`src/hw/rtl/gls_pkg.sv`:
```
// Shared constants, configuration struct and exp table for the Gaussian line renderer.
// No dependencies; every other file of the block imports this package.
package gls_pkg;

    localparam int COORD_BITS      = 12;
    localparam int PIXEL_BITS      = 16;
    localparam int EXP_TABLE_DEPTH = 256;

    localparam int EXP_RANGE    = 16;
    localparam int TAYLOR_TERMS = 12;

    localparam int CFG_IDX_BITS  = 4;
    localparam int CFG_DATA_BITS = 32;

    typedef enum logic [CFG_IDX_BITS-1:0] {
        REG_START_X     = 4'd0,
        REG_START_Y     = 4'd1,
        REG_END_X       = 4'd2,
        REG_END_Y       = 4'd3,
        REG_GAUSS_SCALE = 4'd4,
        REG_MARGIN_SQ   = 4'd5,
        REG_INV_LEN_SQ  = 4'd6,
        REG_AMPLITUDE   = 4'd7
    } cfg_reg_t;

    typedef struct packed {
        logic signed [17:0] start_x;
        logic signed [17:0] start_y;
        logic signed [17:0] end_x;
        logic signed [17:0] end_y;
        logic        [15:0] gauss_scale;
        logic        [23:0] margin_sq;
        logic        [31:0] inv_len_sq;
        logic signed [23:0] amplitude;
    } cfg_t;

    // datapath widths
    localparam int PX_W  = COORD_BITS + 4;
    localparam int PA_W  = ((PX_W > 17) ? PX_W : 17) + 2;
    localparam int BA_W  = 19;
    localparam int DOT_W = PA_W + BA_W + 1;
    localparam int U_W   = DOT_W - 1;
    localparam int SQ_W  = 2 * PA_W + 1;
    localparam int T_W   = 25;
    localparam int V_W   = ((PA_W > BA_W) ? PA_W : BA_W) + 2;
    localparam int NUM_W = (((PA_W + 24) > (26 + BA_W)) ? (PA_W + 24) : (26 + BA_W)) + 2;
    localparam int D2_W  = 2 * V_W + 1;
    localparam int X_W   = 40;
    localparam int Q_W   = X_W + $clog2(EXP_TABLE_DEPTH) + 1;
    localparam int EXP_W = 33;
    localparam int EXP_IDX_W = $clog2(EXP_TABLE_DEPTH + 1);
    localparam int W_W   = 17;
    localparam int SUM_W = 20;

    localparam int IN_TD_W  = ((2 * COORD_BITS + PIXEL_BITS + 7) / 8) * 8;
    localparam int OUT_TD_W = ((PIXEL_BITS + 7) / 8) * 8;

    typedef logic [EXP_W-1:0] exp_tab_t [0:EXP_TABLE_DEPTH];

    // exp(-16k/depth) in Q32, step factor from a truncated Taylor sum
    function automatic exp_tab_t build_exp_tab();
        exp_tab_t           tab;
        logic        [63:0] h;
        logic        [63:0] term;
        logic        [63:0] e;
        logic        [63:0] p;
        logic signed [63:0] sum;
        h    = (64'(EXP_RANGE) << 32) / 64'(EXP_TABLE_DEPTH);
        term = 64'd1 << 32;
        sum  = 64'sd1 <<< 32;
        for (int n = 1; n <= TAYLOR_TERMS; n++) begin
            term = ((term * h) >> 32) / 64'(n);
            if (n % 2 == 1)
                sum = sum - $signed(term);
            else
                sum = sum + $signed(term);
        end
        e = $unsigned(sum);
        tab[0] = EXP_W'(64'd1 << 32);
        for (int k = 1; k <= EXP_TABLE_DEPTH; k++) begin
            p = {{(64-EXP_W){1'b0}}, tab[k-1]} * e + (64'd1 << 31);
            tab[k] = EXP_W'(p >> 32);
        end
        return tab;
    endfunction

    localparam exp_tab_t EXP_TAB = build_exp_tab();

endpackage

```
`src/hw/rtl/gls_cfg.sv`:
```
// Configuration register file of the Gaussian line renderer.
// Depends on gls_pkg for the register codes and the cfg_t struct.
module gls_cfg (
    input  logic                               clk,
    input  logic                               rst_n,
    input  logic                               cfg_valid,
    output logic                               cfg_ready,
    input  logic [gls_pkg::CFG_IDX_BITS-1:0]   cfg_index,
    input  logic [gls_pkg::CFG_DATA_BITS-1:0]  cfg_data,
    output gls_pkg::cfg_t                      cfg
);
    import gls_pkg::*;

    cfg_t cfg_reg;

    assign cfg_ready = 1'b1;
    assign cfg       = cfg_reg;

    always_ff @(posedge clk or negedge rst_n)
    begin
        if (!rst_n)
        begin
            cfg_reg.start_x     <= '0;
            cfg_reg.start_y     <= '0;
            cfg_reg.end_x       <= '0;
            cfg_reg.end_y       <= '0;
            cfg_reg.gauss_scale <= 16'd8192;
            cfg_reg.margin_sq   <= 24'd2304;
            cfg_reg.inv_len_sq  <= '0;
            cfg_reg.amplitude   <= 24'sd256;
        end
        else if (cfg_valid)
        begin
            unique case (cfg_index)
                REG_START_X:     cfg_reg.start_x     <= cfg_data[17:0];
                REG_START_Y:     cfg_reg.start_y     <= cfg_data[17:0];
                REG_END_X:       cfg_reg.end_x       <= cfg_data[17:0];
                REG_END_Y:       cfg_reg.end_y       <= cfg_data[17:0];
                REG_GAUSS_SCALE: cfg_reg.gauss_scale <= cfg_data[15:0];
                REG_MARGIN_SQ:   cfg_reg.margin_sq   <= cfg_data[23:0];
                REG_INV_LEN_SQ:  cfg_reg.inv_len_sq  <= cfg_data[31:0];
                REG_AMPLITUDE:   cfg_reg.amplitude   <= cfg_data[23:0];
                default: ;
            endcase
        end
    end

endmodule

```
`config.mk`:
```
export PLATFORM = sky130hd
export DESIGN_NAME = gls_cfg
export DESIGN_NICKNAME = d
export VERILOG_FILES = /design/src/hw/rtl/gls_pkg.sv /design/src/hw/rtl/gls_cfg.sv
export SDC_FILE = /design/constraint.sdc
export NUM_CORES = 1
export LEC_CHECK = 0
export BUFFER_PORTS_ARGS = -buffer_cell sky130_fd_sc_hd__buf_2
export CAP_MARGIN = 25
export CORE_ASPECT_RATIO = 0.6
export CORE_MARGIN = 3
export CORE_UTILIZATION = 40
export DETAILED_ROUTE_END_ITERATION = 8
export HOLD_SLACK_MARGIN = 0.03
export PLACE_DENSITY = 0.78
export REMOVE_ABC_BUFFERS = 1
export SYNTH_ARGS = -nofsm -noshare
export SYNTH_HDL_FRONTEND = slang
export SYNTH_SLANG_ARGS = --single-unit
```
`constraint.sdc`:
```
create_clock -name clk -period 0.8 [get_ports clk]
set_input_delay 0.04 -clock clk [delete_from_list [all_inputs] [get_ports clk]]
set_output_delay 0.04 -clock clk [all_outputs]
set_load 0.02 [all_outputs]
```
# Word level (Yosys, flattened, before mapping)
# Cells that the tools add are included.
dict set report totals {
  word_cells 24
  ff_bits 168
  out_inout_bits 169
  input_bits 39
}
dict set report classes {
  reduce_logical 9
  eq_ne 7
}
# cell n
set op_table {}
lappend op_table {{equality test 4 x 3 -> 1 bit, second input constant} 4}
lappend op_table {{AND reduction 2 bit} 8}
lappend op_table {{equality test 4 x 2 -> 1 bit, second input constant} 2}
lappend op_table {{equality test 4 x 1 -> 1 bit, second input constant} 1}
lappend op_table {{zero test 4 bit} 1}

# Logic depth before layout (Yosys ltp)
dict set report depth {
  word_depth 2
  ltp_mapped 5
}

# Worst setup path after synthesis
# OpenSTA, ideal clock, no wires.
dict set report synth_path {
  kind {input -> register}
  from {input cfg_index[0] in the netlist's numbering}
  to {register cfg_reg, in the netlist cfg[59]}
  cell_stages 4
  n_path_buf 2
  setup_ns 0.125
  arrival_time_ns 1.189
  slack_ns -0.514
  cell_sequence {clkbuf_1 > nor3b_2 > buf_4 > mux2_2}
}
dict set report synth_between {
  elab_chain_cells 2
}
# item line_no
set synth_rtl {}
lappend synth_rtl {{from (decl)} gls_cfg.sv:8} ;# input logic [gls_pkg::CFG_IDX_BITS-1:0] cfg_index,
lappend synth_rtl {{equality test 4 x 3 -> 1 bit} gls_cfg.sv:34} ;# unique case (cfg_index)
lappend synth_rtl {{AND reduction 2 bit (no line)} n/a}
lappend synth_rtl {{to (decl)} gls_cfg.sv:14} ;# cfg_t cfg_reg;
# Every way passes these cells.
# A chain may end at the register's enable or synchronous reset.

# Worst setup path in the final report
dict set report layout_path {
  from {register cfg_reg, in the netlist cfg[67]}
  to {output cfg[67] in the netlist's numbering}
}
# item line_no
set layout_lines {}
lappend layout_lines {{to (decl)} gls_cfg.sv:10} ;# output gls_pkg::cfg_t cfg
# No word-level cell between the ends.

==> impl_metrics.csv <==
group,metric,value,unit
sta,fin_tns_setup,-54.35,ns
synthesis,synth_largest_type_area_fraction,64.2,%
sta,setup_slack,-0.320,ns
cells_and_area,area_growth,77.4,%
critical_path,endpoint_kind,"output port",
sta,whs,0.104,ns
sta,setup_viol,336,
die,fp.dieW,169,microns
grt,largest_net_degree_at_the_start_of_global_routing,35,
sta,rsz0062_at_grt,"true",
synthesis,synthArstFlopShare,100,%
critical_path,worstPathMaxFanout,2,
placed_design,placement.cell_area,7950,sq um
flow_run,cap_viol_max_count,0,
grt,first_global_vias,5098,
placed_design,gp_routability_congestion,0.769,
critical_path,slowest_delay,0.55,ns
sta,final_worst_path_period_share,140,%
synthesis,seq_area_frac_synth,65.9,%
worst_hold_path,min-delay-path-class,"in -> async",
critical_path,cp_top_family,"flip-flops",
critical_path,cp_cell_sequence,"buf_6",
critical_path,cp.arrival,1.08,ns
outcome,violations,"setup timing",
placed_design,dp.cells,792,
die,floorplan.die.height,104,microns
synthesis,syn-instance-count,366,
clocking,cts_buf_count,17,
route,detail_route.wl_per_cell,24.1,microns
cells_and_area,number_of_cells_in_the_finished_layout_apart_from_fillers,936,
die,core.rowCount,35,
cells_and_area,largest_register_ff_count,168,
critical_path,timing.setup.critical_path_class,"reg -> out",
synthesis,ys_dominant_reg_cell,"sky130_fd_sc_hd__dfrtp_1",
route,firstDrtPassIters,4,
sta,number_of_endpoints_with_negative_hold_slack_in_the_final_report,0,
grt,grt_overflow_total,0,
critical_path,critical_path.slowest_cell,"sky130_fd_sc_hd__dfstp_2",
placed_design,buffer_ports.inserted,206,
power_and_ir_drop,power_density,2880,nW/um^2
die,floorplan.io_pins,208,
synthesis,netlist_top_cells_count,"sky130_fd_sc_hd__dfrtp_1, sky130_fd_sc_hd__mux2_2, sky130_fd_sc_hd__mux2_4",
synthesis,synth.lib_cells_used.distinct,20,
clocking,cts_max_path_buffers,2,
die,die-area,17600,sq um
cells_and_area,fill_cells,865,
die,initial_utilization,41.2,%
sta,fmax,893,MHz
critical_path,worst_ep_required_time,0.76,ns
synthesis,synth_area_leaders,"sky130_fd_sc_hd__dfrtp_1, sky130_fd_sc_hd__mux2_2, sky130_fd_sc_hd__mux2_4",
grt,grtUsageTotal,24.1,%
synthesis,syn_area,6390,sq um
synthesis,synth_most_common_cell,"sky130_fd_sc_hd__dfrtp_1",
synthesis,synthesized_area_per_cell,17.5,sq um
clocking,ctsHtreeMaxLevel,4,
route,drt_drc_violations_left,0,
power_and_ir_drop,vdd_drop_max,1.52,mV
critical_path,setup.worst_path.start_class,"register",
cells_and_area,finalNetCount,759,
placed_design,dp_hpwl,11.7,mm
clocking,worstSkewPairLatency,0.40,ns
sta,drv_slew,0,
cells_and_area,design_area,11300,sq um
synthesis,ys_warn_count,0,
grt,grt_first_pass_wirelength,32.0,mm
route,total_via_count_after_detailed_routing,4711,
route,avgViaCountPerCell,5.03,
clocking,clockRootBuffer,"sky130_fd_sc_hd__clkbuf_16",
route,wirelength,22.5,mm
placed_design,place_ws,-0.595,ns
synthesis,synth_edf_count,0,
cells_and_area,drive_above_1_share,72.4,%
sta,post-route-min-period,1.12,ns
sta,clock_skew,0,ns
critical_path,critical_path_buf_inv_count,1,
grt,antenna_found_initial,0,
die,floorplan.core_area,15500,sq um
synthesis,synth_top_area_cell,"sky130_fd_sc_hd__dfrtp_1",
synthesis,yosys_register_bits,168,
cells_and_area,insertedDiodeCount,0,
outcome,outcome,"finished, violations left",
route,drt.antenna.violating_nets,0,
clocking,worst_path_clk_slew,0.07,ns
route,drt_iter0_drc,222,
clocking,clkSinkCount,168,
clocking,cts_tree,"done",
power_and_ir_drop,leakage,5.54,nW
[final timing paths]
kind	slack, ns	to	depth (start not counted)	start
min reg2reg	0.53	cfg[159]$_DFFE_PN0P_	1	cfg[159]$_DFFE_PN0P_
max in group asynchronous	0.17	cfg[156]$_DFFE_PN0P_	3	rst_n
max reg2reg	-0.14	cfg[161]$_DFFE_PN0P_	2	cfg[161]$_DFFE_PN0P_
max	-0.32	cfg[67]	1	cfg[67]$_DFFE_PN1P_
min in group clk	0.25	cfg[89]$_DFFE_PN0P_	4	cfg_index[1]
min	0.10	cfg[107]$_DFFE_PN0P_	2	rst_n
[layout make-up]
class	count	area [sq um]	share of cell area, %
Clock buffer	20	447	3.94
Timing Repair Buffer	352	3780	33.4
Tap cell	203	254	2.24
Clock inverter	12	139	1.23
Multi-Input combinational cell	181	2500	22.1
Sequential cell	168	4210	37.1
[cells in the final DEF (no fill, tap or decap), drive strengths merged]
master         n
or3            1
and3           1
dfrtp        164
conb           1
mux2         168
nor3b          3
bufinv         2
inv            4
nand2          2
clkinvlp       4
nor2           2
clkbuf        23
buf          316
nand3b         3
dlygate4sd3   33
dfstp          4
clkinv         2
[where the power goes]
| group | leakage (nW) | total (mW) | switching (mW) | internal [mW] |
|---|---|---|---|---|
| clock | 0.274 | 8.17 | 3.44 | 4.73 |
| sequential | 2.05 | 12.3 | 1.78 | 10.5 |
| combinational | 3.21 | 12.2 | 5.02 | 7.18 |
| total | 5.54 | 32.7 | 10.2 | 22.4 |
[logic make-up after synthesis]
kind of cell / share of synthesized area (%)
flops: 65.9
buf+inv: 2.02
simple gates: 1.86
mux: 30.2
other cells: 0.0587
[timing repair]
item / in CTS / in global routing
endpoints found under the setup margin: 293 / 336
pin swaps: 4 / 2
cloned: 7 / 3
hold buffers: 33 / 0
buffers inserted: 39 / 35
resized for setup: 470 / 54
hold endpoints to repair: 336 / 0
[layer usage]
layer / vias up / share of wire [%] / GRT usage [%]
met1: 2475 / 42 / 32.1
met3: 21 / 7.5 / 7.67
met2: 217 / 49 / 39.3
li1: 1998 / - / -
met5: - / 0 / 0
met4: 0 / 1.1 / 4.55
[through the flow]
| step | utilization [%] | power [mW] |
|---|---|---|
| floorplan | - | 15.9 |
| finish | 73.1 | 32.7 |
| detailed placement | 51.3 | 19.2 |
| global placement | 51.3 | 18.9 |
| CTS | 69.9 | 31.5 |
| global route | 73.1 | 33.9 |
(Power assumes the default switching activity.)
