--- config.mk ---
export PLATFORM = sky130hd
export DESIGN_NAME = gls_blend
export DESIGN_NICKNAME = d
export VERILOG_FILES = /design/src/hw/rtl/gls_pkg.sv /design/src/hw/rtl/gls_blend.sv
export SDC_FILE = /design/constraint.sdc
export NUM_CORES = 1
export LEC_CHECK = 0
export BUFFER_PORTS_ARGS = -buffer_cell sky130_fd_sc_hd__buf_2
export CAP_MARGIN = 20
export CORE_ASPECT_RATIO = 1.75
export CORE_UTILIZATION = 58
export DETAILED_ROUTE_END_ITERATION = 10
export PLACE_DENSITY = 0.8
export SLEW_MARGIN = 0
export SYNTH_ARGS = -nofsm -noshare
export SYNTH_HDL_FRONTEND = slang
export SYNTH_SLANG_ARGS = --single-unit
export TNS_END_PERCENT = 5
--- constraint.sdc ---
create_clock -name clk -period 9.6 [get_ports clk]
set_clock_uncertainty 0.15 [all_clocks]
set_input_delay 0.96 -clock clk [delete_from_list [all_inputs] [get_ports clk]]
set_output_delay 0.96 -clock clk [all_outputs]
set_load 0.02 [all_outputs]
--- src/hw/rtl/gls_pkg.sv ---
// Shared constants, configuration struct and exp table for the Gaussian line renderer.
// No dependencies; every other file of the block imports this package.
package gls_pkg;

    localparam int COORD_BITS      = 12;
    localparam int PIXEL_BITS      = 16;
    localparam int EXP_TABLE_DEPTH = 256;

    localparam int EXP_RANGE    = 16;
    localparam int TAYLOR_TERMS = 12;

    localparam int CFG_IDX_BITS  = 4;
    localparam int CFG_DATA_BITS = 32;

    typedef enum logic [CFG_IDX_BITS-1:0] {
        REG_START_X     = 4'd0,
        REG_START_Y     = 4'd1,
        REG_END_X       = 4'd2,
        REG_END_Y       = 4'd3,
        REG_GAUSS_SCALE = 4'd4,
        REG_MARGIN_SQ   = 4'd5,
        REG_INV_LEN_SQ  = 4'd6,
        REG_AMPLITUDE   = 4'd7
    } cfg_reg_t;

    typedef struct packed {
        logic signed [17:0] start_x;
        logic signed [17:0] start_y;
        logic signed [17:0] end_x;
        logic signed [17:0] end_y;
        logic        [15:0] gauss_scale;
        logic        [23:0] margin_sq;
        logic        [31:0] inv_len_sq;
        logic signed [23:0] amplitude;
    } cfg_t;

    // datapath widths
    localparam int PX_W  = COORD_BITS + 4;
    localparam int PA_W  = ((PX_W > 17) ? PX_W : 17) + 2;
    localparam int BA_W  = 19;
    localparam int DOT_W = PA_W + BA_W + 1;
    localparam int U_W   = DOT_W - 1;
    localparam int SQ_W  = 2 * PA_W + 1;
    localparam int T_W   = 25;
    localparam int V_W   = ((PA_W > BA_W) ? PA_W : BA_W) + 2;
    localparam int NUM_W = (((PA_W + 24) > (26 + BA_W)) ? (PA_W + 24) : (26 + BA_W)) + 2;
    localparam int D2_W  = 2 * V_W + 1;
    localparam int X_W   = 40;
    localparam int Q_W   = X_W + $clog2(EXP_TABLE_DEPTH) + 1;
    localparam int EXP_W = 33;
    localparam int EXP_IDX_W = $clog2(EXP_TABLE_DEPTH + 1);
    localparam int W_W   = 17;
    localparam int SUM_W = 20;

    localparam int IN_TD_W  = ((2 * COORD_BITS + PIXEL_BITS + 7) / 8) * 8;
    localparam int OUT_TD_W = ((PIXEL_BITS + 7) / 8) * 8;

    typedef logic [EXP_W-1:0] exp_tab_t [0:EXP_TABLE_DEPTH];

    // exp(-16k/depth) in Q32, step factor from a truncated Taylor sum
    function automatic exp_tab_t build_exp_tab();
        exp_tab_t           tab;
        logic        [63:0] h;
        logic        [63:0] term;
        logic        [63:0] e;
        logic        [63:0] p;
        logic signed [63:0] sum;
        h    = (64'(EXP_RANGE) << 32) / 64'(EXP_TABLE_DEPTH);
        term = 64'd1 << 32;
        sum  = 64'sd1 <<< 32;
        for (int n = 1; n <= TAYLOR_TERMS; n++) begin
            term = ((term * h) >> 32) / 64'(n);
            if (n % 2 == 1)
                sum = sum - $signed(term);
            else
                sum = sum + $signed(term);
        end
        e = $unsigned(sum);
        tab[0] = EXP_W'(64'd1 << 32);
        for (int k = 1; k <= EXP_TABLE_DEPTH; k++) begin
            p = {{(64-EXP_W){1'b0}}, tab[k-1]} * e + (64'd1 << 31);
            tab[k] = EXP_W'(p >> 32);
        end
        return tab;
    endfunction

    localparam exp_tab_t EXP_TAB = build_exp_tab();

endpackage

--- src/hw/rtl/gls_blend.sv ---
// Amplitude scaling, rounding and saturating add into the sample inside the margin; two register stages.
// Depends on gls_pkg for widths and the cfg_t struct.
module gls_blend (
    input  logic                              clk,
    input  logic                              rst_n,
    input  logic                              en,
    input  gls_pkg::cfg_t                     cfg,
    input  logic                              in_valid,
    input  logic [gls_pkg::W_W-1:0]           weight,
    input  logic                              in_margin,
    input  logic [gls_pkg::PIXEL_BITS-1:0]    old_sample,
    output logic                              out_valid,
    output logic [gls_pkg::PIXEL_BITS-1:0]    new_sample,
    output logic                              inside_margin,
    output logic                              clipped
);
    import gls_pkg::*;

    localparam int P_W = 24 + W_W + 1;
    localparam logic signed [SUM_W-1:0] MAXV = SUM_W'((1 << PIXEL_BITS) - 1);

    logic                    s1_vld_reg;
    logic signed [P_W-1:0]   s1_p_reg;
    logic                    s1_in_reg;
    logic [PIXEL_BITS-1:0]   s1_old_reg;

    logic signed [P_W-1:0]   p_round;
    logic signed [SUM_W-1:0] sum;

    logic                  out_vld_reg;
    logic [PIXEL_BITS-1:0] new_reg;
    logic                  in_out_reg;
    logic                  clip_reg;

    assign p_round = s1_p_reg + P_W'(1 << 23);
    assign sum     = SUM_W'(signed'({1'b0, s1_old_reg}))
                   + SUM_W'(signed'(p_round[P_W-1:24]));

    always_ff @(posedge clk or negedge rst_n)
    begin
        if (!rst_n)
        begin
            s1_vld_reg  <= 1'b0;
            out_vld_reg <= 1'b0;
        end
        else if (en)
        begin
            s1_vld_reg  <= in_valid;
            out_vld_reg <= s1_vld_reg;
        end
    end

    always_ff @(posedge clk)
    begin
        if (en)
        begin
            s1_p_reg   <= cfg.amplitude * signed'({1'b0, weight});
            s1_in_reg  <= in_margin;
            s1_old_reg <= old_sample;

            in_out_reg <= s1_in_reg;
            if (!s1_in_reg)
            begin
                new_reg  <= s1_old_reg;
                clip_reg <= 1'b0;
            end
            else if (sum < 0)
            begin
                new_reg  <= '0;
                clip_reg <= 1'b1;
            end
            else if (sum > MAXV)
            begin
                new_reg  <= MAXV[PIXEL_BITS-1:0];
                clip_reg <= 1'b1;
            end
            else
            begin
                new_reg  <= sum[PIXEL_BITS-1:0];
                clip_reg <= 1'b0;
            end
        end
    end

    assign out_valid     = out_vld_reg;
    assign new_sample    = new_reg;
    assign inside_margin = in_out_reg;
    assign clipped       = clip_reg;

endmodule

After elaboration in Yosys (flattened, before gate mapping) --
Cells that the tools add are included.
Word-level totals: logic and storage cells 18, flip-flop bits (word level) 79, output and inout port bits 19
Operators by class: order comparisons 2, multiply operators 1, $add $sub $neg 2, mux-type cells 5
Operator list (number):
- $mux 16 | 3
- $add 42x25->42 const B | 1
- $mul 24x18->42 | 1
- $add 17x18->19 | 1
- $gt 19x17->1 const B | 1
- $lt 19x1->1 const B | 1
- $mux 1 | 2

Longest topological paths before layout --
Gate-level depths: netlist of run 1.
word-level depth 6, mapped depth 24, mapped depth without buffers 23

Least setup slack after synthesis of run 1 --
No wires, ideal clock.
path kind input-to-reg, start input cfg[23] in the netlist's numbering, end register s1_p_reg[41], data pin, path buffers 2, cell stages on the path 20, arrival 6.435 ns, setup slack 2.755 ns, data required time 9.190 ns, cell sequence clkbuf_1 > clkbuf_1 > nand2_1 > fa_1 > fa_1 > inv_1 > fa_1 > fa_1 > fa_1 > inv_1 > fa_1 > inv_1 > ha_1 > a21o_1 > a21o_1 > a211oi_1 > a21oi_1 > a31oi_1 > o21ai_0 > xnor2_1
Between the ends: cells in the longest elaborated chain, start to end 1
Ends and longest elaborated chain:
- start: declaration | RTL line gls_blend.sv:7 | input gls_pkg::cfg_t cfg,
- $mul 24x18->42 | RTL line gls_blend.sv:57 | s1_p_reg <= cfg.amplitude * signed'({1'b0, weight});
- end signal: assignment | RTL line gls_blend.sv:57
- end: declaration | RTL line gls_blend.sv:23 | logic signed [P_W-1:0] s1_p_reg;
No other way between the ends. A chain may end at the register's enable or synchronous reset.

Final worst setup path of run 1 --
start input weight[3] in the netlist's numbering, end register s1_p_reg[39], data pin
Between the ends: cells in the longest elaborated chain, start to end 1
Ends and longest elaborated chain:
- start: declaration | RTL line gls_blend.sv:9 | input logic [gls_pkg::W_W-1:0] weight,
- $mul 24x18->42 | RTL line gls_blend.sv:57
No other way between the ends.

==> results of run 1 <==
==> final cells by class <==
type | count | area, µm² | share of cell area
Clock buffer | 5 | 125 | 0.00688
Multi-Input combinational cell | 1241 | 13600 | 0.750
Clock inverter | 3 | 21.3 | 0.00117
Inverter | 485 | 1820 | 0.100
Timing Repair Buffer | 81 | 428 | 0.0235
Sequential cell | 56 | 1670 | 0.0920
Tap cell | 382 | 478 | 0.0263
==> worst max-delay path: cells and delay by family <==
family	cells	cell delay, ps
adders and majority gates	7	3430
muxes	1	250
and+or+nand+nor	3	720
buffers and inverters	5	530
AOI/OAI and AO/OA	5	1260
==> cell families (layout without fill, tap and decap cells) <==
| kind of cell | count (synthesis) | in the layout | share of synthesized area |
|---|---|---|---|
| flip-flops | 56 | 56 | 0.0962 |
| AO/OA/AOI/OAI | 145 | 145 | 0.0568 |
| buffers and inverters | 549 | 574 | 0.119 |
| multiplexers | 3 | 3 | 0.00194 |
| XOR/XNOR | 56 | 56 | 0.0293 |
| AND/OR/NAND/NOR | 521 | 521 | 0.152 |
| adder cells (fa/ha/maj) | 516 | 516 | 0.544 |
==> metrics by stage <==
| stage | hold WS [ps] | instance area [µm²] | setup WS (ps) | instances | utilization |
|---|---|---|---|---|---|
| final | 290 | 18200 | 2300 | 2253 | 0.618 |
| after detailed placement | 356 | 18000 | 2060 | 2244 | 0.613 |
| after CTS | 290 | 18100 | 2340 | 2252 | 0.618 |
| after floorplan | 325 | 17400 | 2750 | 1846 | - |
| after global placement | 334 | 18000 | 2140 | 2244 | 0.613 |
| after global routing | 285 | 18200 | 2110 | 2253 | 0.618 |
==> metal layers <==
layer  share of wire  global-route usage
met4           0.087               0.222
met3           0.051              0.0296
met2            0.54               0.564
met5               0                   0
met1            0.32               0.303
==> placed cells by master (no fill, tap or decap), types with 2 or more instances in the layout <==
master / instances
xnor2_1: 38
xor2_1: 17
and4_1: 5
a22oi_1: 3
a41oi_1: 2
o21ai_1: 4
nand2b_1: 4
o21ai_0: 22
nand3b_1: 2
a221o_1: 14
buf_2: 80
o211ai_1: 5
o21bai_1: 2
nor2b_1: 4
nor3_1: 7
o211a_1: 2
ha_1: 116
mux2_2: 3
o31ai_1: 3
and3_1: 9
nand2_1: 234
inv_1: 484
fa_1: 400
dfrtp_1: 2
and2_1: 204
nand3_1: 19
nand4_1: 5
a21oi_1: 35
a2bb2oi_1: 3
a221oi_1: 2
a211oi_1: 7
o21a_1: 2
a21o_1: 24
or2_2: 2
a31oi_1: 8
nor2_1: 18
edfxtp_1: 54
clkbuf_16: 5
==> path summary, 6_finish.rpt <==
check | startpoint | end
worst max-delay path | weight[3] | s1_p_reg[39]
worst min-delay path | rst_n | out_valid
worst max register to register | s1_p_reg[25] | new_sample[14]
worst min register to register | out_valid | out_valid
max in group asynchronous | rst_n | s1_vld_reg
min in group clk | out_valid | out_valid
==> synthesized netlist by cell type (all sizes together), types with 17 or more instances <==
cell type,n,area [µm²]
inv,484,1820
fa,400,8010
nand2,235,890
and2,204,1280
ha,116,1450
clkbuf,62,233
edfxtp,54,1620
xnor2,39,360
a21oi,35,175
o21ai,26,130
a21o,24,180
nand3,20,105
nor2,19,87.6
xor2,17,149
==> impl_metrics.tcl, run 1 <==
set metrics [dict create \
    routabilityCongestion 0.875 \
    cts_tree "done" \
    yosysSeqAreaShare 0.0962 \
    ctsRootBufferMaster "clkbuf_16" \
    r2r.worst_path.cells 12 \
    n_fill_cell 2439 \
    synth_cells 1846 \
    grt_pass1_wl_um 70600 \
    synthDistinctLibCells 55 \
    synth_edf_count 54 \
    die_area_um2 30700 \
    grtUsageTotal 0.300 \
    drv_cap 0 \
    path_common_cell "fa_1" \
    crit_path_cell_trace "buf_2, and2_1, fa_1, inv_1, fa_1, fa_1, inv_1, fa_1, fa_1, inv_1, fa_1, inv_1, ha_1, and3_1, and4_1, a31oi_1, a22oi_1, a221oi_2, o31ai_1, mux2_2, o211ai_1" \
    final_nets 2592 \
    finalCritPeriodShare 0.760 \
    slowest_stage "fa_1" \
    h-tree-depth 2 \
    arrival_ps 7180 \
    syn_area_um2 17400 \
    ys_ff_latch 56 \
    clock_latency_ps 290 \
    start_kind "input pin" \
    ant_nets 0 \
    worstPathRequired_ps 9480 \
    synth_flop_cell "edfxtp_1" \
    drt-initial-drc-count 626 \
    io_buffers 80 \
    overflow 0 \
    hp-class "in2async" \
    post-route-min-period_ps 7300 \
    crit_type "in2reg" \
    dp_hpwl_um 33400 \
    die_w_um 133 \
    async_flop_share 0.0357 \
    clock-sinks 56 \
    grt_max_degree 57 \
    rows 83 \
    status "finished clean" \
    routed_via_density 5.71 \
    setup_viol 0 \
    report.final.slew_viol_count 0 \
    via_count 12859 \
    final_hold_viol_count 0 \
    io_pins 225 \
    grt_setup_unrepaired "false" \
    antenna_found_initial 0 \
    cp_max_fo 24 \
    largest_reg_flops 19 \
    endpoint_kind "flop" \
    grt_pass1_vias 14531 \
    max_freq_ghz 0.137 \
    wl_per_cell_um 18.8 \
    drc 0 \
    start_util 0.591 \
    r2r_slack_ps 5090 \
    ys_warn_count 0 \
    post_cts_buffers 0 \
    slew_headroom 0.351 \
    worstMarginPinSlew_ps 965 \
    core_area_um2 29400 \
    syn_area_per_cell_um2 9.41 \
    cts.repair.resized 0 \
    clockBufferDepth 2 \
    antenna_cells 0 \
    area_growth_pct 4.59 \
    finalSetupTns_ps 0 \
    synth_fp_nets 2568 \
    die_h_um 231 \
    critPathMaxStageDelay_ps 560 \
    drive_gt1_frac 0.0534 \
    postRouteWirelength_um 42300 \
    cts_hold_buffers 0 \
    cts_inserted_buffers 5 \
    clk_pin_slew_ps 70 \
    firstDrtPassIters 5 \
]
Power of run 1 is left out: the tool's default activity adds up to more than one toggle a clock period on the data nets, which glitch-free logic cannot reach.
==> run 2: changes to the inputs <==
--- a/config.mk
+++ b/config.mk
@@ -5,10 +5,11 @@
 export SDC_FILE = /design/constraint.sdc
 export NUM_CORES = 1
 export LEC_CHECK = 0
+export ABC_AREA = 1
 export BUFFER_PORTS_ARGS = -buffer_cell sky130_fd_sc_hd__buf_2
 export CAP_MARGIN = 20
 export CORE_ASPECT_RATIO = 1.75
-export CORE_UTILIZATION = 58
+export CORE_UTILIZATION = 56
 export DETAILED_ROUTE_END_ITERATION = 10
 export PLACE_DENSITY = 0.8
 export SLEW_MARGIN = 0
==> constraint.sdc (replaced) <==
create_clock -name clk -period 6.5 [get_ports clk]
set_clock_uncertainty 0.15 [all_clocks]
set_input_delay 0.65 -clock clk [delete_from_list [all_inputs] [get_ports clk]]
set_output_delay 0.65 -clock clk [all_outputs]
set_load 0.02 [all_outputs]
==> impl_metrics.tcl, run 2 <==
set metrics [dict create \
    drc 0 \
    arrival_ps 6180 \
    synth_flop_cell "edfxtp_1" \
    worstMarginPinSlew_ps 755 \
    drt-initial-drc-count 703 \
    ctsRootBufferMaster "clkbuf_16" \
    hp-class "reg2reg" \
    h-tree-depth 2 \
    syn_area_per_cell_um2 7.85 \
    overflow 0 \
    grt_pass1_wl_um 76200 \
    io_pins 225 \
    synthDistinctLibCells 38 \
    die_w_um 139 \
    die_h_um 243 \
    syn_area_um2 18500 \
    via_count 14767 \
    cts_tree "done" \
    max_freq_ghz 0.159 \
    grt_max_degree 59 \
    clock_latency_ps 290 \
    final_nets 3161 \
    layout_commonest_cell "inv_1" \
    status "finished clean" \
    antenna_cells 0 \
    grt_setup_unrepaired "false" \
    synth.top_cells.by_count "752 x inv_1, 638 x nand2_1, 400 x fa_1" \
    grt_pass1_vias 16548 \
    largest_reg_flops 19 \
    fin_hold_ws_ps 361 \
    synth_most_common_cell "inv_1" \
    synth_top_area_cell "fa_1" \
    clk_pin_slew_ps 70 \
    n_fill_cell 2815 \
    worstPathRequired_ps 6390 \
    ys_warn_count 0 \
    finalSetupTns_ps 0 \
    report.final.slew_viol_count 0 \
    synth_fp_nets 3083 \
    multi_input_area_um2 13700 \
    routabilityCongestion 0.894 \
    yosysSeqAreaShare 0.0902 \
    start_kind "input pin" \
    area_growth_pct 7.19 \
    rows 87 \
    dp_hpwl_um 38900 \
    ys_ff_latch 56 \
    mostFrequentLayoutCells "752 x inv_1, 638 x nand2_1, 399 x fa_1" \
    synth_area_leaders "fa_1 43%, inv_1 15%, nand2_1 13%" \
    core_area_um2 32400 \
    die_area_um2 33800 \
    synth_edf_count 54 \
    final_hold_viol_count 0 \
    cp_max_fo 14 \
    drv_cap 0 \
    cts_inserted_buffers 5 \
    fin_cells 2840 \
    endpoint_kind "flop" \
    clockBufferDepth 2 \
    setup_viol 0 \
    synth_top_area_share 0.432 \
    clock-sinks 56 \
    drive_gt1_frac 0.0713 \
    routed_via_density 5.20 \
    io_buffers 80 \
    postRouteWirelength_um 44900 \
    start_util 0.571 \
    post_cts_buffers 0 \
    placed_cells 2831 \
    async_flop_share 0.0357 \
    ant_nets 0 \
    finalCritPeriodShare 0.968 \
    firstDrtPassIters 5 \
    grtUsageTotal 0.285 \
    crit_type "in2reg" \
    wl_per_cell_um 15.8 \
    post-route-min-period_ps 6290 \
    register_area_um2 1670 \
    antenna_found_initial 0 \
    slew_headroom 0.497 \
    synth_cells 2361 \
]
==> run 2: area by class of cell <==
type | instances | area share
multi-input combinational | 1468 | 0.690
tap | 400 | 0.0252
inverter | 753 | 0.142
clock buffer | 6 | 0.00649
clock inverter | 2 | 0.000567
sequential | 56 | 0.0842
timing repair buffer | 155 | 0.0512
==> run 2: worst paths after layout <==
check                                   from       endpoint  slack, ps  depth (start not counted)
worst max-delay path               weight[3]   s1_p_reg[39]        210                         23
worst min-delay path               s1_in_reg  inside_margin        360                          0
worst max register to register  s1_p_reg[23]  new_sample[0]       2770                         17
worst min register to register     s1_in_reg  inside_margin        360                          0
max in group asynchronous              rst_n     s1_vld_reg       5590                          2
min in group asynchronous              rst_n      out_valid        520                          2
==> run 2: logic make-up after synthesis <==
group	Yosys count	synth area share
buffers and inverters	837	0.170
AO/OA/AOI/OAI	110	0.0339
AND/OR/NAND/NOR	788	0.170
XOR/XNOR	54	0.0255
flip-flops	56	0.0902
adder cells (fa/ha/maj)	516	0.511
==> run 2: metrics by stage <==
stage | area (µm²) | util | worst slack, ps
after floorplan | 18500 | - | 149
after CTS | 19900 | 0.612 | 139
after global routing | 19900 | 0.612 | 0.727
final | 19900 | 0.612 | 211
after detailed placement | 19700 | 0.607 | -167
after global placement | 19700 | 0.607 | -90.2
==> run 2: critical path: stages <==
cell and delay (ps):
buf_2 310, nand2_1 180, buf_4 180, inv_1 60
fa_1 400, inv_1 100, fa_1 430, fa_1 520
inv_1 70, fa_1 510, fa_1 500, inv_1 50
fa_1 470, inv_1 40, ha_1 360, a21oi_1 310
o21ai_0 190, a21oi_1 240, nor2_1 70, nor4_1 260
nand3_1 120, nand2_1 80, nand2_1 60
==> run 2: metal layers <==
metal,track usage,part of all wire,vias to the layer above
met1,0.283,0.33,7224
met5,0,0,-
met3,0.0203,0.041,216
met2,0.552,0.54,528
li1,-,-,6799
met4,0.206,0.080,0
==> run 2: timing repair <==
| action | CTS | global route |
|---|---|---|
| hold buffers | 1 | 0 |
| resized for setup | 0 | 1 |
| hold endpoints to repair | 2 | 0 |
| endpoints found under the setup margin | 0 | 5 |
Power of run 2 is left out for the same reason.
